$ cat src/rtl/core/pgm_pkg.sv
// Shared types, constants and register codes for the Prewitt gradient magnitude block.
package pgm_pkg;

  localparam int MAX_WIDTH_DEF  = 1024;
  localparam int PIXEL_BITS_DEF = 8;
  localparam int MAX_HEIGHT     = 1024;
  localparam int DIM_W          = 11;
  localparam int ROW_W          = 11;
  localparam int MAG_W          = 11;
  localparam int MAG_MAX        = 2047;
  localparam int DIM_RESET      = 512;
  localparam int ADDR_W         = 3;
  localparam int DATA_W         = 32;

  localparam logic REG_FRAME_WIDTH  = 1'b0;
  localparam logic REG_FRAME_HEIGHT = 1'b1;

  localparam logic CMD_PIXEL = 1'b0;
  localparam logic CMD_FLUSH = 1'b1;

  typedef enum logic [2:0] {
    S_IDLE,
    S_SHIFT,
    S_GRAD,
    S_SQUARE,
    S_ROOT,
    S_EMIT
  } pgm_state_e;

  typedef struct packed {
    logic shift;
    logic grad;
    logic square;
    logic root_step;
    logic out_load;
    logic advance;
    logic restart;
    logic edge_sel;
  } pgm_cmd_t;

  typedef struct packed {
    logic draining;
    logic edge_case;
    logic res_case;
    logic last_row;
    logic root_last;
    logic out_free;
  } pgm_sts_t;

endpackage

$ cat src/rtl/core/pgm_ctrl.sv
// Controller state machine that sequences one word through shift, gradient, square, root and output.
module pgm_ctrl
  import pgm_pkg::*;
(
  input  logic     clk_i,
  input  logic     rst_ni,
  input  logic     in_valid_i,
  input  logic     cmd_i,
  output logic     in_ready_o,
  input  pgm_sts_t sts_i,
  output pgm_cmd_t cmd_o
);

  pgm_state_e state_q, state_d;
  logic       edge_q, edge_d;
  logic       accept;

  assign accept = in_valid_i & in_ready_o;

  always_ff @(posedge clk_i or negedge rst_ni) begin
    if (!rst_ni) begin
      state_q <= S_IDLE;
      edge_q  <= 1'b0;
    end else begin
      state_q <= state_d;
      edge_q  <= edge_d;
    end
  end

  always_comb begin
    state_d = state_q;
    edge_d  = edge_q;
    case (state_q)
      S_IDLE: begin
        if (accept && !(!sts_i.draining && cmd_i == CMD_FLUSH)) begin
          if (sts_i.edge_case) begin
            edge_d  = 1'b1;
            state_d = S_GRAD;
          end else begin
            edge_d  = 1'b0;
            state_d = S_SHIFT;
          end
        end
      end
      S_SHIFT: begin
        if (sts_i.res_case) begin
          edge_d  = 1'b0;
          state_d = S_GRAD;
        end else begin
          state_d = S_IDLE;
        end
      end
      S_GRAD:   state_d = S_SQUARE;
      S_SQUARE: state_d = S_ROOT;
      S_ROOT: begin
        if (sts_i.root_last) begin
          state_d = S_EMIT;
        end
      end
      S_EMIT: begin
        if (sts_i.out_free) begin
          if (edge_q && !sts_i.last_row) begin
            state_d = S_SHIFT;
          end else begin
            state_d = S_IDLE;
          end
        end
      end
      default: state_d = S_IDLE;
    endcase
  end

  always_comb begin
    cmd_o          = '0;
    cmd_o.edge_sel = edge_q;
    in_ready_o     = 1'b0;
    case (state_q)
      S_IDLE:   in_ready_o = 1'b1;
      S_SHIFT: begin
        cmd_o.shift   = 1'b1;
        cmd_o.advance = !sts_i.res_case;
      end
      S_GRAD:   cmd_o.grad      = 1'b1;
      S_SQUARE: cmd_o.square    = 1'b1;
      S_ROOT:   cmd_o.root_step = 1'b1;
      S_EMIT: begin
        if (sts_i.out_free) begin
          cmd_o.out_load = 1'b1;
          cmd_o.restart  = edge_q & sts_i.last_row;
          cmd_o.advance  = !edge_q;
        end
      end
      default: ;
    endcase
  end

endmodule

$ cat config.mk
export PLATFORM = sky130hd
export DESIGN_NAME = pgm_ctrl
export DESIGN_NICKNAME = d
export VERILOG_FILES = /design/src/rtl/core/pgm_pkg.sv /design/src/rtl/core/pgm_ctrl.sv
export SDC_FILE = /design/constraint.sdc
export NUM_CORES = 1
export LEC_CHECK = 0
export ABC_AREA = 1
export BUFFER_PORTS_ARGS = -buffer_cell sky130_fd_sc_hd__buf_2
export CORE_AREA = 8 8 45 47
export CTS_CLUSTER_DIAMETER = 50
export DETAILED_ROUTE_END_ITERATION = 12
export DIE_AREA = 0 0 53 55
export GPL_ROUTABILITY_DRIVEN = 0
export PLACE_DENSITY_LB_ADDON = 0.08
export RECOVER_POWER = 50
export SLEW_MARGIN = 40
export SYNTH_ARGS = -nofsm -noshare
export SYNTH_HDL_FRONTEND = slang
export SYNTH_SLANG_ARGS = --single-unit
$ cat constraint.sdc
create_clock -name clk_i -period 2.9 [get_ports clk_i]
set_input_delay 0.58 -clock clk_i [delete_from_list [all_inputs] [get_ports clk_i]]
set_output_delay 0.58 -clock clk_i [all_outputs]
set_load 0.1 [all_outputs]
==> results.py <==
metrics = {
    "cts": {
        "cts-root-buf": "clkbuf_4",
        "cts_setup_buffers": 0,
        "cts_tree": "done",
        "cts-buffers-inserted": 3,
        "clock_latency_ps": 230,
        "cts-resized-gates": 0,
        "cts_buffer_depth": 2,
        "ctsHtreeMaxLevel": 1,
        "cts.reportedPaths.clkPinSlew_ps": 40,
        "hold_buffers": 0,
        "cts_sinks": 4,
    },
    "route": {
        "drtIter0Drc": 7,
        "vias_per_cell": 4.28,
        "drc": 0,
        "ant_nets": 0,
        "wl_per_cell_um": 9.62,
        "drtPass1Iterations": 4,
        "via_count": 398,
        "totalWireLength_um": 895,
    },
    "synthesis": {
        "netlist_area_um2": 328,
        "synth_seq_area_share_pct": 30.5,
        "yosysTopAreaCellShare_pct": 30.5,
        "syn-instance-count": 57,
        "postSynthAreaPerCell_um2": 5.75,
        "synth_top_area_cell": "dfrtp_1",
        "synth_flop_cell": "dfrtp_1",
        "synth_area_leaders": "dfrtp_1 (31%), nand2_1 (18%), inv_1 (14%), nor2_1 (14%), nand3_1 (4.6%)",
        "synth_fp_nets": 67,
        "async_flop_share_pct": 100,
        "synth.most_common_cell": "nand2_1",
        "synth-edff-count": 0,
        "synth_common_cells": "nand2_1 (16), inv_1 (12), nor2_1 (12), dfrtp_1 (4)",
        "yosysWarningCount": 0,
        "synth_cell_types": 13,
        "yosys_register_bits": 4,
    },
    "place": {
        "dp_hpwl_um": 796,
        "port_buffers": 18,
    },
    "timing": {
        "hold_viol": 0,
        "finalCriticalPeriod_ps": 2270,
        "rsz0062_at_grt": "false",
        "setup_violations": 0,
        "fin_tns_setup_ps": 0,
        "slew_headroom_pct": 67.7,
        "fin_crit_sh_pct": 78.4,
        "drv_slew": 0,
        "skew_ps": 1.91,
        "fmax_mhz": 440,
        "tightest_slew_ps": 488,
    },
    "critical_path": {
        "worstRegToRegCells": 4,
        "crit_fanout": 4,
        "critPathSlowestCell": "buf_2",
        "crit_path_start_kind": "flop",
        "cp.arrival_ps": 1690,
        "regToRegSetupSlack_ps": 1730,
        "slowest_delay_ps": 440,
        "r2r-start": "state_q[2]$_DFFE_PN0P_",
        "end_kind": "output port",
        "path_common_cell": "nand2_1",
        "critPathRequiredTime_ps": 2320,
        "crit_type": "flop to output port",
        "r2r_end": "edge_q$_DFFE_PN0P_",
        "crit_chain": "inv_1, nand2_1, nor2_1, nand2_1, nor3b_2, buf_2",
    },
    "outcome": {
        "status": "finished, final reports clean",
    },
    "grt": {
        "grt_max_degree": 8,
        "grt_first_pass_wirelength_mm": 1.51,
        "antenna_found_initial": 0,
        "grt_pass1_vias": 405,
        "overflow": 0,
        "grt.total_usage_pct": 7.28,
    },
    "final_layout": {
        "n_fill_cell": 169,
        "fin_util_pct": 33.0,
        "regArea_um2": 100,
        "drive_gt1_share_pct": 29.9,
        "multiInputGateArea_um2": 176,
        "nets": 89,
        "syn_to_final_growth_pct": 39.3,
        "antennaDiodeCount": 0,
    },
    "floorplanning": {
        "pin_count": 19,
        "die_area_um2": 2920,
        "num_rows": 14,
        "dieHeight_um": 55,
        "dieWidth_um": 53,
        "initial_core_util_pct": 23.7,
        "core-area_um2": 1380,
    },
    "hold_path": {
        "hp-class": "input pin to asynchronous set/reset pin",
    },
    "run": {
        "drv_cap": 0,
    },
}
==> routing by layer <==
metal  wire, um  up-vias  track usage [%]
li1           -      212                -
met1        376      174             7.19
met2        442        8             11.9
met3         59        4             2.67
met4         17        0             6.47
met5          0        -                0
==> logic make-up after synthesis <==
kind of cell | after synthesis | synth area share (%)
AO/OA/AOI/OAI | 6 | 10.3
buffers and inverters | 14 | 17.2
flip-flops | 4 | 30.5
AND/OR/NAND/NOR | 33 | 42.0
==> worst max path at each step <==
stage | from | endpoint | slack (ps)
after global placement | state_q[1]$_DFFE_PN0P_ | cmd_o[1] | 860
after detailed placement | state_q[1]$_DFFE_PN0P_ | cmd_o[1] | 860
final | state_q[1]$_DFFE_PN0P_ | cmd_o[1] | 630
after CTS | state_q[1]$_DFFE_PN0P_ | cmd_o[1] | 610
after floorplan | state_q[1]$_DFFE_PN0P_ | cmd_o[2] | 60
after global routing | state_q[1]$_DFFE_PN0P_ | cmd_o[1] | 460
==> worst max-delay path, delay by kind of cell, from the launching register on <==
kind | cells | cell delay [ps]
simple gates | 4 | 500
flops | 1 | 390
buf+inv | 2 | 570
==> area by class of cell <==
type | count | area share (%)
Multi-Input combinational cell | 39 | 38.6
Clock buffer | 3 | 4.93
Timing Repair Buffer | 18 | 19.5
Inverter | 13 | 10.7
Tap cell | 16 | 4.38
Sequential cell | 4 | 21.9
==> sequential cells by signal (all words and copies together), names as in the netlist <==
name     count
state_q      3
edge_q       1
==> per-stage QoR <==
step | cells | setup WS (ps) | hold slack [ps] | area, um2
6_report | 93 | 626 | 163 | 457
5_1_grt | 93 | 459 | 163 | 457
4_1_cts | 93 | 607 | 139 | 458
3_5_place_dp | 90 | 856 | 388 | 435
3_3_place_gp | 90 | 858 | 392 | 435
2_1_floorplan | 57 | 64.1 | 284 | 333
==> layout by cell type, fill, tap and decap left out <==
| cell type | instances |
|---|---|
| nor3_2 | 1 |
| o22ai_1 | 1 |
| nand3_1 | 3 |
| a21oi_1 | 1 |
| nand2_1 | 16 |
| clkbuf_1 | 1 |
| o21ai_0 | 3 |
| inv_2 | 1 |
| nor3b_2 | 1 |
| buf_2 | 17 |
| dfrtp_1 | 4 |
| inv_1 | 12 |
| nor2_1 | 12 |
| clkbuf_4 | 3 |
| o21bai_1 | 1 |
Power is not shown: default switching activity piles up to over one toggle a cycle in this logic, so the estimate is an artifact.
