$ cat src/rtl/core/pgm_pkg.sv
// Shared types, constants and register codes for the Prewitt gradient magnitude block.
package pgm_pkg;

  localparam int MAX_WIDTH_DEF  = 1024;
  localparam int PIXEL_BITS_DEF = 8;
  localparam int MAX_HEIGHT     = 1024;
  localparam int DIM_W          = 11;
  localparam int ROW_W          = 11;
  localparam int MAG_W          = 11;
  localparam int MAG_MAX        = 2047;
  localparam int DIM_RESET      = 512;
  localparam int ADDR_W         = 3;
  localparam int DATA_W         = 32;

  localparam logic REG_FRAME_WIDTH  = 1'b0;
  localparam logic REG_FRAME_HEIGHT = 1'b1;

  localparam logic CMD_PIXEL = 1'b0;
  localparam logic CMD_FLUSH = 1'b1;

  typedef enum logic [2:0] {
    S_IDLE,
    S_SHIFT,
    S_GRAD,
    S_SQUARE,
    S_ROOT,
    S_EMIT
  } pgm_state_e;

  typedef struct packed {
    logic shift;
    logic grad;
    logic square;
    logic root_step;
    logic out_load;
    logic advance;
    logic restart;
    logic edge_sel;
  } pgm_cmd_t;

  typedef struct packed {
    logic draining;
    logic edge_case;
    logic res_case;
    logic last_row;
    logic root_last;
    logic out_free;
  } pgm_sts_t;

endpackage

$ cat src/rtl/core/pgm_regs.sv
// Configuration register file with an APB-style access port.
module pgm_regs
  import pgm_pkg::*;
(
  input  logic              clk_i,
  input  logic              rst_ni,
  input  logic              psel,
  input  logic              penable,
  input  logic              pwrite,
  input  logic [ADDR_W-1:0] paddr,
  input  logic [DATA_W-1:0] pwdata,
  output logic [DATA_W-1:0] prdata,
  output logic              pready,
  output logic [DIM_W-1:0]  frame_width_o,
  output logic [DIM_W-1:0]  frame_height_o,
  output logic              cfg_wr_o
);

  logic [DIM_W-1:0] frame_width_q, frame_height_q;
  logic             wr;

  assign pready   = 1'b1;
  assign wr       = psel & penable & pwrite;
  assign cfg_wr_o = wr;

  always_ff @(posedge clk_i or negedge rst_ni) begin
    if (!rst_ni) begin
      frame_width_q  <= DIM_W'(DIM_RESET);
      frame_height_q <= DIM_W'(DIM_RESET);
    end else if (wr) begin
      case (paddr[2])
        REG_FRAME_WIDTH:  frame_width_q  <= pwdata[DIM_W-1:0];
        REG_FRAME_HEIGHT: frame_height_q <= pwdata[DIM_W-1:0];
        default: ;
      endcase
    end
  end

  always_comb begin
    case (paddr[2])
      REG_FRAME_WIDTH:  prdata = DATA_W'(frame_width_q);
      REG_FRAME_HEIGHT: prdata = DATA_W'(frame_height_q);
      default:          prdata = '0;
    endcase
  end

  assign frame_width_o  = frame_width_q;
  assign frame_height_o = frame_height_q;

endmodule

$ cat config.mk
export PLATFORM = sky130hd
export DESIGN_NAME = pgm_regs
export DESIGN_NICKNAME = d
export VERILOG_FILES = /design/src/rtl/core/pgm_pkg.sv /design/src/rtl/core/pgm_regs.sv
export SDC_FILE = /design/constraint.sdc
export NUM_CORES = 1
export LEC_CHECK = 0
export BUFFER_PORTS_ARGS = -buffer_cell sky130_fd_sc_hd__buf_4
export CAP_MARGIN = 30
export CORE_MARGIN = 2
export CORE_UTILIZATION = 40
export CTS_CLUSTER_SIZE = 10
export DETAILED_ROUTE_END_ITERATION = 8
export PLACE_DENSITY = 0.82
export SYNTH_ARGS = -nofsm -noshare
export SYNTH_HDL_FRONTEND = slang
export SYNTH_SLANG_ARGS = --single-unit
$ cat constraint.sdc
create_clock -name clk_i -period 1.2 [get_ports clk_i]
set_input_delay 0.06 -clock clk_i [delete_from_list [all_inputs] [get_ports clk_i]]
set_output_delay 0.06 -clock clk_i [all_outputs]
set_load 0.01 [all_outputs]
==> impl_metrics.csv, run 1 <==
group,metric,value,unit
yosys,ys_types,11,
critical_path,worstReg2RegStart,"frame_width_o[7]",
place,placed_area,1520,um2
clock_tree,clock_tree.buffer_depth,2,
route,first_pass_iters,8,
yosys,seq_area_frac_synth,45.9,%
cells_and_area,final_util,69.6,%
critical_path,cp.required,1140,ps
route,drc_errors,4,
power_and_ir_drop,ir_worst_vdd,0.000805,V
cells_and_area,final_cells,202,
sta,fin_crit_sh,100,%
global_routing,grt_pass1_wl,4.39,mm
sta,hold_viol,0,
global_routing,grt_pass1_vias,962,
global_routing,gr-usage-all-layers,17.5,%
sta,setup_viol,1,
route,ant_nets,0,
floorplan,core,2810,um2
power_and_ir_drop,powerDensity,1540,nW/um2
cells_and_area,layout-drive-gt1-share,67.8,%
critical_path,regToRegEndpoint,"frame_width_o[7]",
critical_path,worstPathArrival,1150,ps
route,first_iter_violations,13,
place,gp_congestion,0.668,
sta,fmaxAchievable,830,MHz
job,cap_violations,0,
floorplan,ios,96,
route,vias_per_cell,4.62,
cells_and_area,n_antenna_cell,0,
critical_path,rr_worst_depth,3,
floorplan,fp.dieArea,3470,um2
yosys,synthAdderAreaFrac,0,%
clock_tree,clkLatencyLatePin,300,ps
place,dp_cells,164,
sta,finClkSkew,0,ps
yosys,synth_top_family_by_area,"multiplexers",
cells_and_area,syn_to_final_growth,62.0,%
global_routing,grt_start_max_net_pins,23,
yosys,synth_top_area_cell,"dfrtp_1",
route,num_vias,933,
run_status,violations,"DRC, setup timing",
critical_path,worstPathMaxFanout,3,
yosys,syn_avg_cell_area,14.2,um2
yosys,synth-seq-cells,22,
global_routing,antenna_found_initial,0,
clock_tree,clockRootBuffer,"clkbuf_4",
sta,rsz0062_at_grt,"true",
sta,fin_crit,1210,ps
critical_path,cp-end-kind,"primary output",
clock_tree,cts_tree,"done",
yosys,synthSimpleGateAreaFrac,3.53,%
cells_and_area,layout.nets,212,
sta,drv_slew,0,
run_status,status,"finished with violations",
yosys,ys_warn_count,0,
clock_tree,cts-htree-levels,1,
clock_tree,numCtsBuffers,3,
place,io_buffers,50,
floorplan,row_count,19,
yosys,synthMuxAreaShare,34.0,%
place,place_hpwl,1.77,mm
cells_and_area,n_fill_cell,204,
yosys,yosys-top-cells-area,"dfrtp_1 42%, mux2_2 21%, buf_4 14%",
floorplan,initial_utilization,43.0,%
route,routed_wirelength,2.96,mm
floorplan,die_h,58.9,um
power_and_ir_drop,leakagePower,1.05,nW
route,detail_route.wl_per_cell,14.6,um
yosys,netlist_instances,85,
clock_tree,clock_sinks,22,
cells_and_area,final_cell_area,1950,um2
critical_path,rrSetupSlack,180,ps
yosys,synth_area,1200,um2
critical_path,critPathLaunchType,"flip-flop",
sta,fin_ws,-5.27,ps
floorplan,die_w,58.9,um
critical_path,critical_path_class,"flip-flop to primary output",
sta,holdWs,161,ps
yosys,yosys.area_share.xor_xnor,0,%
global_routing,grt_overflow,0,
clock_tree,cts.clk_slew.worst_paths,140,ps
hold_path,hp-class,"primary input to asynchronous set/reset pin",
yosys,synth_compound_area_share,0,%
yosys,yosysTopAreaCellShare,41.5,%
==> cells in the mapped netlist <==
master	number
nand4_2	1
mux2_2	23
conb_1	2
mux2_4	10
and3_1	1
dfrtp_1	20
buf_6	2
buf_2	1
buf_4	22
dfstp_2	2
nand4b_4	1
==> cells in the final DEF, fill, tap and decap left out <==
master          n
buf_4          60
conb_1         22
dfrtp_1        20
mux2_4         19
buf_6          15
mux2_2         14
dlygate4sd3_1  12
clkbuf_4        3
dfstp_2         2
and3_1          1
nand4b_4        1
nand4_2         1
bufinv_16       1
==> area by class of cell <==
type	count	area (um2)	area share, %
repair buffers	87	739	37.9
well taps	31	38.8	1.99
clock buffers	3	22.5	1.15
clock inverters	1	30.0	1.54
flip-flops and latches	22	553	28.3
multi-input cells	58	568	29.1
==> timing repair <==
item | CTS | global route
setup endpoints to repair | 11 | 12
buffers inserted | 18 | 4
resized for setup | 2 | 22
hold buffers | 12 | 0
endpoints found under the hold margin | 44 | 0
==> state kept, by name, summed over array words and instances, names as in the netlist <==
register,count
frame_height_o,11
frame_width_o,11
==> logic make-up (layout without fill, tap and decap cells) <==
group                  Yosys count  count (layout)
other                            2              22
buffers and inverters           25              91
DFF                             22              22
muxes                           33              33
and+or+nand+nor                  3               3
==> routing by layer <==
layer  track usage (%)  wire [um]  vias to the layer above
li1                  -          -                      421
met3              2.20        148                        9
met5                 0          0                        -
met1              16.5       1030                      456
met4              9.74         90                        0
met2              35.1       1690                       47
==> power by group <==
group	internal [W]	switching, W	total (W)
registers	0.000915	0.000102	0.00102
clock network	0.000338	0.000242	0.000580
logic	0.000915	0.000500	0.00141
total	0.00217	0.000844	0.00301
==> per-stage QoR <==
| stage | total power, W | worst slack (ps) | TNS [ps] |
|---|---|---|---|
| global placement | 0.00198 | 172 | 0 |
| floorplan | 0.00155 | 419 | 0 |
| global route | 0.00317 | -44.6 | -376 |
| detailed placement | 0.00201 | 172 | 0 |
| finish | 0.00301 | -5.27 | -5.27 |
| CTS | 0.00283 | 1.41 | 0 |
==> worst max-delay path, cell delays in order (launching register included) <==
cell	delay [ps]
dfrtp_1	420
mux2_4	280
buf_6	120
==> worst max-delay path by stage <==
stage	startpoint	to	depth (start not counted)
floorplan	frame_width_o[4]	frame_width_o[4]	1
global placement	paddr[2]	frame_height_o[3]	4
detailed placement	paddr[2]	frame_height_o[0]	4
CTS	frame_width_o[9]	prdata[9]	2
global route	frame_width_o[10]	prdata[10]	2
finish	frame_width_o[3]	prdata[3]	2
Power figures use the tool's default switching activity.
==> run 2, diff against run 1 <==
--- a/config.mk
+++ b/config.mk
@@ -12,6 +12,7 @@
 export CTS_CLUSTER_SIZE = 10
 export DETAILED_ROUTE_END_ITERATION = 8
 export PLACE_DENSITY = 0.82
+export SKIP_LAST_GASP = 1
 export SYNTH_ARGS = -nofsm -noshare
 export SYNTH_HDL_FRONTEND = slang
 export SYNTH_SLANG_ARGS = --single-unit
==> run 2 against run 1 <==
Against the previous run: the flow finishes with violations (DRC); die area is the same; global-route usage unchanged; combinational power is essentially flat; worst hold slack improved by 8.9 ps; utilization fell by 0.54 points; sequential share of layout area rose by 0.22 points; clock skew is the same; count of clock-buffer cells in the layout unchanged; power down 1.2%; critical path depth did not move; via count shrank 0.54%; first-iteration DRC count increased by 23%; critical endpoint unchanged; largest power group unchanged.
==> impl_metrics.csv, run 2 (same netlist as run 1, synthesis figures left out) <==
group,metric,value,unit
critical_path,critPathLaunchType,"flip-flop",
critical_path,worstPathMaxFanout,3,
sta,drv_slew,0,
global_routing,grt_pass1_wl,4.39,mm
sta,hold_viol,0,
route,vias_per_cell,4.59,
run_status,status,"finished with violations",
critical_path,path_cells,"mux2_4 > buf_6",
clock_tree,cts_tree,"done",
clock_tree,cts.clk_slew.worst_paths,130,ps
critical_path,cp_num_buf_inv,1,
global_routing,antenna_found_initial,0,
sta,finClkSkew,0,ps
clock_tree,clockRootBuffer,"clkbuf_4",
route,ant_nets,0,
job,cap_violations,0,
place,gp_congestion,0.668,
sta,setup_viol,0,
sta,fin_setup_tns,0,ps
route,first_pass_iters,9,
clock_tree,numCtsBuffers,3,
power_and_ir_drop,ir_worst_vdd,0.000788,V
route,num_vias,928,
floorplan,die_w,58.9,um
global_routing,grt_overflow,0,
sta,fin_crit_sh,99.7,%
sta,fin_crit,1200,ps
critical_path,max_stage_delay,420,ps
cells_and_area,layout.nets,212,
critical_path,critical_path_class,"flip-flop to primary output",
run_status,violations,"DRC",
route,routed_wirelength,2.89,mm
place,io_buffers,50,
route,detail_route.wl_per_cell,14.3,um
clock_tree,clock_tree.buffer_depth,2,
floorplan,row_count,19,
floorplan,initial_utilization,43.0,%
global_routing,grt_pass1_vias,962,
cells_and_area,layout_common_cells,"64 x buf_4, 22 x conb_1, 20 x dfrtp_1",
route,first_iter_violations,16,
cells_and_area,layout-drive-gt1-share,67.8,%
cells_and_area,layout_commonest_cell,"buf_4",
sta,fmaxAchievable,836,MHz
route,drc_errors,4,
floorplan,die_h,58.9,um
place,placed_area,1520,um2
global_routing,gr-usage-all-layers,17.5,%
clock_tree,clkLatencyLatePin,300,ps
floorplan,ios,96,
critical_path,worstPathArrival,1140,ps
critical_path,cp.required,1140,ps
critical_path,cp-end-kind,"primary output",
sta,rsz0062_at_grt,"true",
clock_tree,clock_sinks,22,
cells_and_area,final_cell_area,1940,um2
clock_tree,cts-htree-levels,1,
cells_and_area,n_antenna_cell,0,
critical_path,cpLargestDelayFamily,"flip-flops",
power_and_ir_drop,powerDensity,1540,nW/um2
cells_and_area,syn_to_final_growth,60.7,%
place,place_hpwl,1.77,mm
hold_path,hp-class,"primary input to asynchronous set/reset pin",
global_routing,grt_start_max_net_pins,23,
power_and_ir_drop,leakagePower,1.04,nW
critical_path,cpMaxStageDelayCell,"dfrtp_1",
floorplan,core,2810,um2
sta,holdWs,170,ps
floorplan,fp.dieArea,3470,um2
run 2: worst reg2reg max path, stage by stage (launching register included):
cell and delay (ps):
dfrtp_1 410, buf_4 140, buf_4 120, mux2_2 250
run 2: layout make-up:
cell class,count,area (um2)
clock inverters,1,30.0
multi-input cells,58,568
clock buffers,3,22.5
flip-flops and latches,22,553
well taps,31,38.8
fillers,202,868
repair buffers,87,724
run 2: per-layer routing:
layer  up-vias  wire length [um]  global-route usage, %
li1        418                 -                      -
met1       458              1000                   16.5
met2        44              1670                   35.1
met3         8               138                   2.20
met4         0                82                   9.74
met5         -                 0                      0
run 2: what timing repair did:
item	4_1_cts	5_1_grt
resized for setup	2	18
setup buffers	18	4
hold buffers	12	0
cloned	0	0
endpoints found under the setup margin	11	12
pin swaps	0	0
hold endpoints to repair	44	0
run 2: final timing paths:
check,depth (start not counted),slack (ps),endpoint,start
setup / recovery,2,4,prdata[3],frame_width_o[3]
min in group clk_i,3,200,frame_height_o[10],penable
setup reg to reg,3,180,frame_width_o[7],frame_width_o[7]
hold / removal,2,170,frame_width_o[8],rst_ni
max in group asynchronous,2,750,frame_height_o[9],rst_ni
hold reg to reg,1,550,frame_width_o[2],frame_width_o[2]
run 2: where the power goes:
part | internal [W] | switching (W)
logic | 0.000896 | 0.000492
clock network | 0.000338 | 0.000234
registers | 0.000915 | 0.000100
total | 0.00215 | 0.000827
run 2: stage by stage:
step	util, %	instances	total power, W	worst slack, ps
2_1_floorplan	-	105	0.00155	419
3_3_place_gp	54.3	164	0.00198	172
3_5_place_dp	54.3	164	0.00201	172
4_1_cts	65.6	198	0.00283	1.41
5_1_grt	69.0	202	0.00314	-44.6
6_report	69.0	202	0.00298	3.82
